### config.mk
export PLATFORM = sky130hd
export DESIGN_NAME = pcpmr_mul
export DESIGN_NICKNAME = d
export VERILOG_FILES = /design/src/sv/pcpmr_pkg.sv /design/src/sv/pcpmr_mul.sv
export SDC_FILE = /design/constraint.sdc
export NUM_CORES = 2
export LEC_CHECK = 0
export BUFFER_PORTS_ARGS = -buffer_cell sky130_fd_sc_hd__buf_2
export CAP_MARGIN = 10
export CELL_PAD_IN_SITES_DETAIL_PLACEMENT = 0
export CELL_PAD_IN_SITES_GLOBAL_PLACEMENT = 2
export CORE_AREA = 2 2 272 207
export CTS_CLUSTER_DIAMETER = 60
export DETAILED_ROUTE_END_ITERATION = 8
export DIE_AREA = 0 0 274 209
export GPL_ROUTABILITY_DRIVEN = 0
export PLACE_DENSITY_LB_ADDON = 0.1
export SLEW_MARGIN = 20
export SYNTH_ARGS = -nofsm -noshare
export SYNTH_HDL_FRONTEND = slang
export SYNTH_SLANG_ARGS = --single-unit
### constraint.sdc
create_clock -name clk -period 21.9 [get_ports clk]
set_clock_uncertainty 0.2 [all_clocks]
set_input_delay 5.475 -clock clk [delete_from_list [all_inputs] [get_ports clk]]
set_output_delay 5.475 -clock clk [all_outputs]
set_load 0.03 [all_outputs]
### src/sv/pcpmr_pkg.sv
package pcpmr_pkg;

    localparam int NUM_BINS     = 720;
    localparam int BIN_W        = $clog2(NUM_BINS);
    localparam int RANGE_W      = 18;
    localparam int COORD_W      = 18;
    localparam int ROT_W        = 20;
    localparam int SQ_W         = 38;
    localparam int ROOT_W       = SQ_W / 2;
    localparam int REM_W        = ROOT_W + 2;
    localparam int CX_W         = 44;
    localparam int ANG_W        = 32;
    localparam int CORDIC_STEPS = 16;
    localparam int SQRT_STEPS   = ROOT_W;
    localparam int CNT_W        = 5;
    localparam int MUL_A_W      = 33;
    localparam int MUL_B_W      = 20;
    localparam int PROD_W       = MUL_A_W + MUL_B_W;
    localparam int CFG_IDX_W    = 2;
    localparam int CFG_W        = 16;

    localparam logic [RANGE_W-1:0] EMPTY_RANGE = 18'h3FFFF;
    localparam logic [RANGE_W-1:0] MAX_RANGE   = 18'h3FFFE;

    localparam logic [CFG_IDX_W-1:0] CFG_COS_TILT     = 2'd0;
    localparam logic [CFG_IDX_W-1:0] CFG_SIN_TILT     = 2'd1;
    localparam logic [CFG_IDX_W-1:0] CFG_MOUNT_HEIGHT = 2'd2;

    localparam logic CMD_POINT = 1'b0;
    localparam logic CMD_READ  = 1'b1;

    typedef struct packed {
        logic load;
        logic step;
    } vec_ctrl_t;

    // Arctangent of 2^-i in units of 2^-32 turn.
    function automatic logic [ANG_W-1:0] atan_turn(input logic [3:0] i);
        logic [ANG_W-1:0] v;
        case (i)
            4'd0:    v = 32'd536870912;
            4'd1:    v = 32'd316933406;
            4'd2:    v = 32'd167458907;
            4'd3:    v = 32'd85004756;
            4'd4:    v = 32'd42667331;
            4'd5:    v = 32'd21354465;
            4'd6:    v = 32'd10679838;
            4'd7:    v = 32'd5340245;
            4'd8:    v = 32'd2670163;
            4'd9:    v = 32'd1335087;
            4'd10:   v = 32'd667544;
            4'd11:   v = 32'd333772;
            4'd12:   v = 32'd166886;
            4'd13:   v = 32'd83443;
            4'd14:   v = 32'd41722;
            4'd15:   v = 32'd20861;
            default: v = 32'd0;
        endcase
        return v;
    endfunction

endpackage

### src/sv/pcpmr_mul.sv
module pcpmr_mul (
    input  logic                                   clk,
    input  logic signed [pcpmr_pkg::MUL_A_W-1:0]   a,
    input  logic signed [pcpmr_pkg::MUL_B_W-1:0]   b,
    output logic signed [pcpmr_pkg::PROD_W-1:0]    p
);
    import pcpmr_pkg::*;

    logic signed [PROD_W-1:0] p_reg;

    always_ff @(posedge clk)
    begin
        p_reg <= PROD_W'(a) * PROD_W'(b);
    end

    assign p = p_reg;

endmodule

==> results by group <==
Status
  • Status: complete, no violations

STA
  • Period utilization: 59.8%
  • Number of failing hold endpoints at the final stage: 0
  • Timing-limited maximum frequency: ~0.076 GHz
  • Finish-stage setup viols: 0
  • Pins Over Slew Limit: 0
  • RSZ-0062 raised after global routing: false
  • Accumulated negative setup slack: 0 ns
  • Worst slew margin: 31.2%
  • Final worst path period need: around 13 ns
  • Least-Margin Pin Slew: 1.03 ns

Clock tree
  • Number of buffers on the longest clock path: 2
  • Clock-pin slew of the registers on the worst-case setup and hold paths: roughly 0.07 ns
  • TritonCTS clock tree: done
  • Number of setup buffers added after CTS: 0
  • # resized after CTS: 0
  • Number of CTS-inserted buffers: 5
  • CTS Root Cell: sky130_fd_sc_hd__clkbuf_16
  • Cts-stage hold buffer count: 0
  • Clock sinks: 53
  • Maximum level of the CTS H-tree: 2

Die
  • Starting density of the core: 44.3%
  • Die Area: around 0.057 mm²
  • Ports: 107
  • Die Wd: ~270 µm
  • Standard-cell row count: 75
  • CORE AREA: 0.0550 mm²
  • Height of the chip: 209 µm

Cells and area
  • Area Overhead vs Synth: 4.72%
  • Number of nets in the layout: 3460
  • Area taken by flip-flops and latches: 0.00106 mm²
  • Flip-flop count of the largest register after layout: between 50 and 60
  • Fill cell instance count of the final layout: 5485
  • Layout cells sized above 1: 5.34%
  • Total area of multi-input combinational cells: around 0.020 mm²

Synthesis
  • Synthesis-stage register bit count: 53
  • Register area share after synthesis: 4.35%
  • EDFF count, synth: 0
  • Netlist Area Pre-Place: 0.0244 mm²
  • Count of different cell masters after synthesis: 58
  • Leading register cell type out of synthesis: sky130_fd_sc_hd__dfxtp_1
  • Number of nets produced by synthesis: about 3500
  • Mean area per synthesized cell: 9.27 µm²
  • Instance count of the mapped netlist: roughly 2600
  • Ys async rst share: 0%
  • Yosys warning total: 0

Detailed routing
  • Overall routed net length: 65900 µm
  • Top layer in use: met5
  • Met1 Wirelength: 29700 µm
  • Via density per instance: between 4 and 5
  • Metal2 WL: 32600 µm
  • Number of remaining DRC errors: 0
  • Met3 Wirelength: 2370 µm
  • Wire length per cell: just under 20 µm
  • Number of detailed-routing iterations run before antenna repair: 8
  • Antenna violation net count after detailed routing: 0
  • Total number of vias: 16700
  • Violation count after the first detailed-routing iteration: 837

Flow run
  • Count of max-cap constraint violations: 0

Setup path
  • Required time worst endpoint: 21.90 ns
  • Max FO, Critical Path: 27
  • Critical path capture point type: register
  • Crit path DAT: roughly 13 ns
  • Startpoint types: input port
  • Setup Crit Path Kind: in -> reg

GRT
  • Leftover overflow at the end of global routing: 0
  • Vias in the first global route: 18500
  • Global-route wire length before repair: approximately 110000 µm
  • GRT Resource Usage Total: roughly a quarter
  • Initial antenna violation count: 2
  • Maximum number of pins on one net before global-route repair: 34

Worst hold path
  • Class of the tightest hold or removal check: in -> reg

Placement
  • Dpl hpwl: 53600 µm
  • I/O Buffers: 106
## cell usage after synthesis, types with 2 or more instances
cell                          n  area (µm²)
sky130_fd_sc_hd__and3_1       2        12.5
sky130_fd_sc_hd__o211ai_1     2        15.0
sky130_fd_sc_hd__nand2b_1    16         100
sky130_fd_sc_hd__or3_1        2        12.5
sky130_fd_sc_hd__a31oi_1      6        37.5
sky130_fd_sc_hd__o21ai_0     19        95.1
sky130_fd_sc_hd__nor2_1      41         154
sky130_fd_sc_hd__xnor2_1     42         368
sky130_fd_sc_hd__a21oi_1     39         195
sky130_fd_sc_hd__clkbuf_1   127         477
sky130_fd_sc_hd__nand4_2      2        25.0
sky130_fd_sc_hd__nand2_1    307        1150
sky130_fd_sc_hd__o21bai_1     9        67.6
sky130_fd_sc_hd__and4_1       2        17.5
sky130_fd_sc_hd__and2_1     345        2160
sky130_fd_sc_hd__nand4_1      7        43.8
sky130_fd_sc_hd__a211oi_1     7        52.6
sky130_fd_sc_hd__a2111oi_2    2        30.0
sky130_fd_sc_hd__a21o_1      27         203
sky130_fd_sc_hd__o21a_1      10        75.1
sky130_fd_sc_hd__a21oi_2      2        17.5
sky130_fd_sc_hd__a2111oi_4    2        55.1
sky130_fd_sc_hd__dfxtp_1     53        1060
sky130_fd_sc_hd__nor3_1       3        15.0
sky130_fd_sc_hd__inv_1      714        2680
sky130_fd_sc_hd__xor2_1      16         140
sky130_fd_sc_hd__nor2b_1      2        12.5
sky130_fd_sc_hd__fa_1       654       13100
sky130_fd_sc_hd__ha_1       133        1660
sky130_fd_sc_hd__nor3b_1      2        15.0
sky130_fd_sc_hd__nand3_1      7        35.0
## logic make-up after synthesis
| group | share of synthesized area (%) |
|---|---|
| buf+inv | 13.0 |
| fa+ha+maj | 60.5 |
| simple gates | 15.6 |
| compound gates | 4.40 |
| xor+xnor | 2.08 |
| flops | 4.35 |
| mux | 0.0462 |
## worst max-delay path, cell delays in order
cell and delay (ns):
sky130_fd_sc_hd__buf_2 0.27, sky130_fd_sc_hd__clkinv_1 0.88, sky130_fd_sc_hd__nor2_1 0.40, sky130_fd_sc_hd__fa_1 0.48, sky130_fd_sc_hd__fa_1 0.51, sky130_fd_sc_hd__fa_1 0.43
sky130_fd_sc_hd__fa_1 0.51, sky130_fd_sc_hd__fa_1 0.42, sky130_fd_sc_hd__fa_1 0.49, sky130_fd_sc_hd__inv_1 0.05, sky130_fd_sc_hd__fa_1 0.51, sky130_fd_sc_hd__inv_1 0.05
sky130_fd_sc_hd__ha_1 0.36, sky130_fd_sc_hd__a21oi_2 0.16, sky130_fd_sc_hd__o21ai_0 0.21, sky130_fd_sc_hd__a2111oi_4 0.41, sky130_fd_sc_hd__o2bb2ai_1 0.21, sky130_fd_sc_hd__a21oi_4 0.09
sky130_fd_sc_hd__a221oi_4 0.40, sky130_fd_sc_hd__o21ai_2 0.20, sky130_fd_sc_hd__a2111oi_4 0.34, sky130_fd_sc_hd__nor3_2 0.09, sky130_fd_sc_hd__xnor2_1 0.12
## stage by stage
| stage | setup slack (ns) | cell area, µm² | std cells | utilization, % | hold slack [ns] |
|---|---|---|---|---|---|
| CTS | 8.80 | 25500 | 3351 | 46.4 | 5.55 |
| global route | 8.49 | 25500 | 3352 | 46.4 | 5.55 |
| finish | 8.81 | 25500 | 3354 | 46.4 | 5.54 |
| floorplan | 9.47 | 24400 | 2629 | - | 5.60 |
| detailed placement | 8.46 | 25400 | 3343 | 46.2 | 5.71 |
| global placement | 8.70 | 25400 | 3343 | 46.2 | 5.71 |
## worst paths after layout
kind / from / cells past startpoint / end
setup / recovery: b[19] / 23 / p[52]$_DFF_P_
hold / removal: a[0] / 2 / p[0]$_DFF_P_
## placed cells by master, fill, tap and decap left out, drive strengths merged, types with 2 or more instances in the layout
| cell | netlist | layout |
|---|---|---|
| inv | 714 | 714 |
| fa | 654 | 654 |
| and2 | 345 | 345 |
| nand2 | 307 | 307 |
| ha | 133 | 133 |
| buf | 1 | 111 |
| dfxtp | 53 | 53 |
| xnor2 | 42 | 42 |
| a21oi | 42 | 42 |
| nor2 | 41 | 41 |
| a21o | 27 | 27 |
| o21ai | 20 | 20 |
| nand2b | 16 | 16 |
| xor2 | 16 | 16 |
| o21a | 11 | 11 |
| o21bai | 9 | 9 |
| nand4 | 9 | 9 |
| a211oi | 8 | 8 |
| nand3 | 7 | 7 |
| a31oi | 6 | 6 |
| clkbuf | 127 | 5 |
| a2111oi | 5 | 5 |
| nor3 | 4 | 4 |
| diode | 0 | 3 |
| o211ai | 3 | 3 |
| and3 | 3 | 3 |
| clkinv | 1 | 3 |
| or3 | 2 | 2 |
| nor2b | 2 | 2 |
| nor3b | 2 | 2 |
| and4 | 2 | 2 |
| or2 | 2 | 2 |
## final cells by class
type | instances | area share (%)
Multi-Input combinational cell | 1733 | 78.9
Inverter | 715 | 10.5
Tap cell | 731 | 3.58
Sequential cell | 53 | 4.16
Clock buffer | 5 | 0.490
Clock inverter | 3 | 0.0686
Timing Repair Buffer | 111 | 2.23
Antenna cell | 3 | 0.0294
## routing by layer
layer  vias up  track usage, %
met5         -               0
met4         2            4.35
met3        59            2.74
met2       289            41.0
met1      8938            34.4
li1       7422               -
Power is not shown: default switching activity piles up to over one toggle a cycle in this logic, so the estimate is an artifact.
