**src/sv/pcpmr_pkg.sv**
```systemverilog
package pcpmr_pkg;

    localparam int NUM_BINS     = 720;
    localparam int BIN_W        = $clog2(NUM_BINS);
    localparam int RANGE_W      = 18;
    localparam int COORD_W      = 18;
    localparam int ROT_W        = 20;
    localparam int SQ_W         = 38;
    localparam int ROOT_W       = SQ_W / 2;
    localparam int REM_W        = ROOT_W + 2;
    localparam int CX_W         = 44;
    localparam int ANG_W        = 32;
    localparam int CORDIC_STEPS = 16;
    localparam int SQRT_STEPS   = ROOT_W;
    localparam int CNT_W        = 5;
    localparam int MUL_A_W      = 33;
    localparam int MUL_B_W      = 20;
    localparam int PROD_W       = MUL_A_W + MUL_B_W;
    localparam int CFG_IDX_W    = 2;
    localparam int CFG_W        = 16;

    localparam logic [RANGE_W-1:0] EMPTY_RANGE = 18'h3FFFF;
    localparam logic [RANGE_W-1:0] MAX_RANGE   = 18'h3FFFE;

    localparam logic [CFG_IDX_W-1:0] CFG_COS_TILT     = 2'd0;
    localparam logic [CFG_IDX_W-1:0] CFG_SIN_TILT     = 2'd1;
    localparam logic [CFG_IDX_W-1:0] CFG_MOUNT_HEIGHT = 2'd2;

    localparam logic CMD_POINT = 1'b0;
    localparam logic CMD_READ  = 1'b1;

    typedef struct packed {
        logic load;
        logic step;
    } vec_ctrl_t;

    // Arctangent of 2^-i in units of 2^-32 turn.
    function automatic logic [ANG_W-1:0] atan_turn(input logic [3:0] i);
        logic [ANG_W-1:0] v;
        case (i)
            4'd0:    v = 32'd536870912;
            4'd1:    v = 32'd316933406;
            4'd2:    v = 32'd167458907;
            4'd3:    v = 32'd85004756;
            4'd4:    v = 32'd42667331;
            4'd5:    v = 32'd21354465;
            4'd6:    v = 32'd10679838;
            4'd7:    v = 32'd5340245;
            4'd8:    v = 32'd2670163;
            4'd9:    v = 32'd1335087;
            4'd10:   v = 32'd667544;
            4'd11:   v = 32'd333772;
            4'd12:   v = 32'd166886;
            4'd13:   v = 32'd83443;
            4'd14:   v = 32'd41722;
            4'd15:   v = 32'd20861;
            default: v = 32'd0;
        endcase
        return v;
    endfunction

endpackage

```
**src/sv/pcpmr_vec.sv**
```systemverilog
module pcpmr_vec (
    input  logic                                   clk,
    input  logic                                   rst_n,
    input  pcpmr_pkg::vec_ctrl_t                   ctrl,
    input  logic        [pcpmr_pkg::SQ_W-1:0]      sq,
    input  logic signed [pcpmr_pkg::COORD_W-1:0]   px,
    input  logic signed [pcpmr_pkg::ROT_W-1:0]     py,
    output logic        [pcpmr_pkg::RANGE_W-1:0]   range,
    output logic        [pcpmr_pkg::ANG_W-1:0]     angle,
    output logic                                   last
);
    import pcpmr_pkg::*;

    logic        [SQ_W-1:0]   sq_reg, sq_next;
    logic        [ROOT_W-1:0] root_reg, root_next;
    logic        [REM_W-1:0]  rem_reg, rem_next;
    logic signed [CX_W-1:0]   cx_reg, cx_next;
    logic signed [CX_W-1:0]   cy_reg, cy_next;
    logic        [ANG_W-1:0]  ang_reg, ang_next;
    logic                     yzero_reg, yzero_next;
    logic        [CNT_W-1:0]  cnt_reg, cnt_next;

    logic        [REM_W+1:0]  rem2;
    logic        [REM_W+1:0]  trial;
    logic signed [CX_W-1:0]   lx, ly, xs, ys;
    logic                     cord_en;
    logic        [ROOT_W:0]   rnd;

    always_comb
    begin
        lx = CX_W'(px) <<< 20;
        ly = CX_W'(py) <<< 20;
        rem2  = {rem_reg, sq_reg[SQ_W-1 -: 2]};
        trial = {2'b00, root_reg, 2'b01};
        xs = cx_reg >>> cnt_reg[3:0];
        ys = cy_reg >>> cnt_reg[3:0];
        cord_en = !yzero_reg && (cnt_reg < CNT_W'(CORDIC_STEPS));

        sq_next    = sq_reg;
        root_next  = root_reg;
        rem_next   = rem_reg;
        cx_next    = cx_reg;
        cy_next    = cy_reg;
        ang_next   = ang_reg;
        yzero_next = yzero_reg;
        cnt_next   = cnt_reg;

        if (ctrl.load)
        begin
            sq_next    = sq;
            root_next  = '0;
            rem_next   = '0;
            cnt_next   = '0;
            yzero_next = (py == '0);
            // Points in the left half plane are mirrored and start at half a turn.
            cx_next    = px[COORD_W-1] ? -lx : lx;
            cy_next    = px[COORD_W-1] ? -ly : ly;
            ang_next   = px[COORD_W-1] ? 32'h8000_0000 : 32'h0000_0000;
        end
        else if (ctrl.step)
        begin
            sq_next  = sq_reg << 2;
            cnt_next = cnt_reg + 1'b1;
            if (rem2 >= trial)
            begin
                rem_next  = REM_W'(rem2 - trial);
                root_next = {root_reg[ROOT_W-2:0], 1'b1};
            end
            else
            begin
                rem_next  = REM_W'(rem2);
                root_next = {root_reg[ROOT_W-2:0], 1'b0};
            end
            if (cord_en)
            begin
                if (!cy_reg[CX_W-1])
                begin
                    cx_next  = cx_reg + ys;
                    cy_next  = cy_reg - xs;
                    ang_next = ang_reg + atan_turn(cnt_reg[3:0]);
                end
                else
                begin
                    cx_next  = cx_reg - ys;
                    cy_next  = cy_reg + xs;
                    ang_next = ang_reg - atan_turn(cnt_reg[3:0]);
                end
            end
        end
    end

    always_ff @(posedge clk or negedge rst_n)
    begin
        if (!rst_n)
        begin
            cnt_reg   <= '0;
            yzero_reg <= 1'b0;
        end
        else
        begin
            cnt_reg   <= cnt_next;
            yzero_reg <= yzero_next;
        end
    end

    always_ff @(posedge clk)
    begin
        sq_reg   <= sq_next;
        root_reg <= root_next;
        rem_reg  <= rem_next;
        cx_reg   <= cx_next;
        cy_reg   <= cy_next;
        ang_reg  <= ang_next;
    end

    // The remainder is sq - root^2, so rounding up is needed when it exceeds root.
    always_comb
    begin
        rnd = {1'b0, root_reg} + ((rem_reg > {2'b00, root_reg}) ? 1'b1 : 1'b0);
        if (rnd > (ROOT_W+1)'(MAX_RANGE))
            range = MAX_RANGE;
        else
            range = rnd[RANGE_W-1:0];
    end

    assign angle = ang_reg;
    assign last  = ctrl.step && (cnt_reg == CNT_W'(SQRT_STEPS - 1));

endmodule

```
**config.mk**
```make
export PLATFORM = sky130hd
export DESIGN_NAME = pcpmr_vec
export DESIGN_NICKNAME = d
export VERILOG_FILES = /design/src/sv/pcpmr_pkg.sv /design/src/sv/pcpmr_vec.sv
export SDC_FILE = /design/constraint.sdc
export NUM_CORES = 1
export LEC_CHECK = 0
export BUFFER_PORTS_ARGS = -buffer_cell sky130_fd_sc_hd__buf_2
export CELL_PAD_IN_SITES_DETAIL_PLACEMENT = 1
export CELL_PAD_IN_SITES_GLOBAL_PLACEMENT = 1
export CORE_MARGIN = 2
export CORE_UTILIZATION = 50
export CTS_BUF_LIST = sky130_fd_sc_hd__clkbuf_2
export DETAILED_ROUTE_END_ITERATION = 8
export HOLD_SLACK_MARGIN = 0.06
export MAX_ROUTING_LAYER = met4
export PLACE_DENSITY_LB_ADDON = 0.08
export SETUP_SLACK_MARGIN = 0.4
export SYNTH_ARGS = -nofsm -noshare
export SYNTH_HDL_FRONTEND = slang
export SYNTH_SLANG_ARGS = --single-unit
```
**constraint.sdc**
```tcl
create_clock -name clk -period 12.3 [get_ports clk]
set_input_delay 3.075 -clock clk [delete_from_list [all_inputs] [get_ports clk]]
set_output_delay 3.075 -clock clk [all_outputs]
set_load 0.01 [all_outputs]
```
==> impl_metrics.tcl <==
set metrics [dict create \
    outcome "complete, no violations" \
    io_pins 131 \
    post_cts.repair.setup_buffers 0 \
    die_boundary_height_um 225.0 \
    floorplan.rows 80 \
    fin_util 0.5390 \
    fmax_ghz 0.1050 \
    worst_r2r_startpoint "cnt_reg[0]$_DFFE_PN0P_" \
    die-width_um 225.0 \
    worst_setup_hold_path_clk_slew_ps 120 \
    place.gp.congestion 0.9326 \
    count_of_state_elements_after_synthesis 204 \
    timing.final.setup_violations 0 \
    clk_skew_ps 112.2 \
    ys_types 100 \
    mostFrequentLayoutCell "nor2_1" \
    finalHoldViolCount 0 \
    via_count 22630 \
    drtAntennaViolNets 0 \
    timing.critical_path.to_type "output pin" \
    cts_inserted_buffers 60 \
    timing.hold.ws_ps 509.9 \
    critPathRequiredTime_ps 9220 \
    worst_hold_startpoint "sq_reg[25]$_DFFE_PP_" \
    yosys.area_share.adder 0.07984 \
    cts.hold.buffers_added 0 \
    post_syn_nets 3052 \
    worst_r2r_path_depth 20 \
    clock_sinks 204 \
    initial_utilization 0.5092 \
    timing.final.crit_period_ps 9521 \
    slew_headroom 0.2824 \
    synthArstFlopShare 0.02941 \
    clock_latency_ps 1130 \
    antenna_violations_before_repair 4 \
    synth-compound-area-share 0.2034 \
    final_layout_size_suffix_gt1_frac 0.1618 \
    post_synth_inst_count 2818 \
    timing.setup.critical_path_class "reg -> out" \
    layout_worst_path_cycle_share 0.7740 \
    grt_use_total 0.3171 \
    met2WireLength_um 37260 \
    io_buffers 130 \
    crit_path_to "range[6]" \
    synth_top_family_by_area "compound AO/OA/AOI/OAI gates" \
    worst_ep_arrival_time_ps 6450 \
    initialDrtViolationCount 1765 \
    post_drt_wl_per_cell_um 22.03 \
    rr_endpoint "cx_reg[43]$_DFFE_PP_" \
    vias_per_cell 6.378 \
    ys_seq_area_frac 0.2333 \
    xor_xnor_portion_of_the_synthesized_cell_area 0.09291 \
    place.detailed.hpwl_um 58280 \
    synth.area.mux_share 0.1720 \
    routedLengthMet1_um 34320 \
    grt_max_degree 84 \
    postSynthAreaPerCell_um2 8.664 \
    synth_flop_cell "edfxtp_1" \
    drv.max_cap_violation_count 0 \
    synth_simple_gate_area_frac 0.1736 \
    dr.pass1.iters 5 \
    report.final.slew_viol_count 0 \
    totalNegativeSetupSlack_ps 0 \
    crit_fanout 13 \
    placeable_area_um2 47950 \
    flow.area_growth_from_synthesis_pct 5.858 \
    tightest_slew_ps 1076 \
    start_kind "flip-flop" \
    final_cell_count_no_fill 3548 \
    timing.hold.worst.class "reg -> reg" \
    place_inst 3432 \
    dr.max_layer_used "met4" \
    h-tree-depth 2 \
    first_global_vias 23510 \
    ctsLongestPathBuffers 3 \
    finalWirelength_um 78170 \
    yosys_warnings 0 \
    dieArea_um2 50610 \
    rsz0062_at_grt "false" \
    grt_pass1_wl_um 126100 \
    cts-root-buf "clkbuf_2" \
    setup.reg_to_reg.worst_slack_ps 4210 \
    drc 0 \
    worst_setup_path_startpoint "root_reg[16]$_SDFFE_PP0P_" \
    overflow 0 \
    finalNetCount 3113 \
    tritoncts "yes" \
    synth_enable_flop_cells 158 \
    met3_length_um 3656 \
    synth_area_um2 24410 \
    leading_cell_types_in_the_layout_fill_and_taps_excluded "279 x nor2_1, 277 x nand2_1, 240 x a21oi_1" \
    cts.repair.resized 0 \
]
-- per-stage QoR --
stage               setup WS, ps  area (um2)
floorplan                   2914       24420
global placement            4282       25290
detailed placement          3908       25290
CTS                         2618       25830
global route                2108       25840
finish                      2779       25840
-- per-layer routing --
layer | global-route usage | up-vias
met2 | 0.5173 | 594
met4 | 0.1205 | 0
met3 | 0.03977 | 181
met1 | 0.4034 | 11200
met5 | - | -
li1 | - | 10660
-- worst min path at each step --
stage                               endpoint  slack [ps]  depth (start not counted)
CTS                     sq_reg[27]$_DFFE_PP_         510                          1
global route            sq_reg[27]$_DFFE_PP_         500                          1
finish                  sq_reg[27]$_DFFE_PP_         510                          1
detailed placement  rem_reg[15]$_SDFFE_PP0P_         510                          1
global placement     rem_reg[8]$_SDFFE_PP0P_         490                          2
floorplan            rem_reg[9]$_SDFFE_PP0P_         470                          2
-- worst max-delay path: stages, from the launching register on --
cell	delay (ps)
dfxtp_1	500
inv_1	110
ha_1	400
and3_1	230
nand2_1	120
or2_2	320
o311a_1	130
o21ai_0	190
a21oi_1	60
a21oi_1	160
ha_1	240
ha_1	200
nand3_1	200
nor2_1	460
nand4_1	320
nor2_1	270
nand3_1	130
mux2i_1	420
o41a_1	550
o21ai_0	150
buf_2	170
-- cell families after synthesis --
kind of cell / count (synthesis)
fa+ha+maj: 154
compound gates: 780
xor+xnor: 259
buf+inv: 246
simple gates: 900
flops: 204
mux: 275
-- Yosys cell counts, types with 12 or more instances --
cell / count / area [um2]
nand4_1: 19 / 118.9
nand3_1: 52 / 260.3
mux2_2: 74 / 833.3
xnor2_1: 164 / 1436
ha_1: 151 / 1889
mux4_2: 108 / 2432
and3_1: 23 / 143.9
nor3_1: 59 / 295.3
nand2_1: 277 / 1040
o21bai_1: 26 / 195.2
o21ai_0: 155 / 775.7
edfxtp_1: 158 / 4745
o21a_1: 25 / 187.7
a31oi_1: 53 / 331.6
buf_1: 25 / 93.84
a211oi_1: 41 / 307.8
nor4_1: 12 / 75.07
o22ai_1: 12 / 75.07
or3_1: 15 / 93.84
dfxtp_1: 40 / 800.8
mux2i_1: 90 / 900.9
buf_2: 22 / 110.1
a21oi_1: 240 / 1201
inv_1: 92 / 345.3
clkbuf_1: 84 / 315.3
o211ai_1: 18 / 135.1
nor2b_1: 37 / 231.5
nor2_1: 279 / 1047
and2_1: 31 / 193.9
nand2b_1: 36 / 225.2
xor2_1: 95 / 832.1
o31ai_1: 24 / 180.2
a21o_1: 65 / 488.0
-- layout make-up --
| type | count | area (um2) |
|---|---|---|
| diodes | 4 | 10.01 |
| repair buffers | 152 | 822.0 |
| clock buffers | 88 | 440.4 |
| fillers | 5810 | 22100 |
| inverters | 93 | 349.1 |
| clock inverters | 24 | 107.6 |
| multi-input cells | 2368 | 17640 |
| well taps | 615 | 769.5 |
| flip-flops and latches | 204 | 5710 |
Power is not shown: default switching activity piles up to over one toggle a cycle in this logic, so the estimate is an artifact.
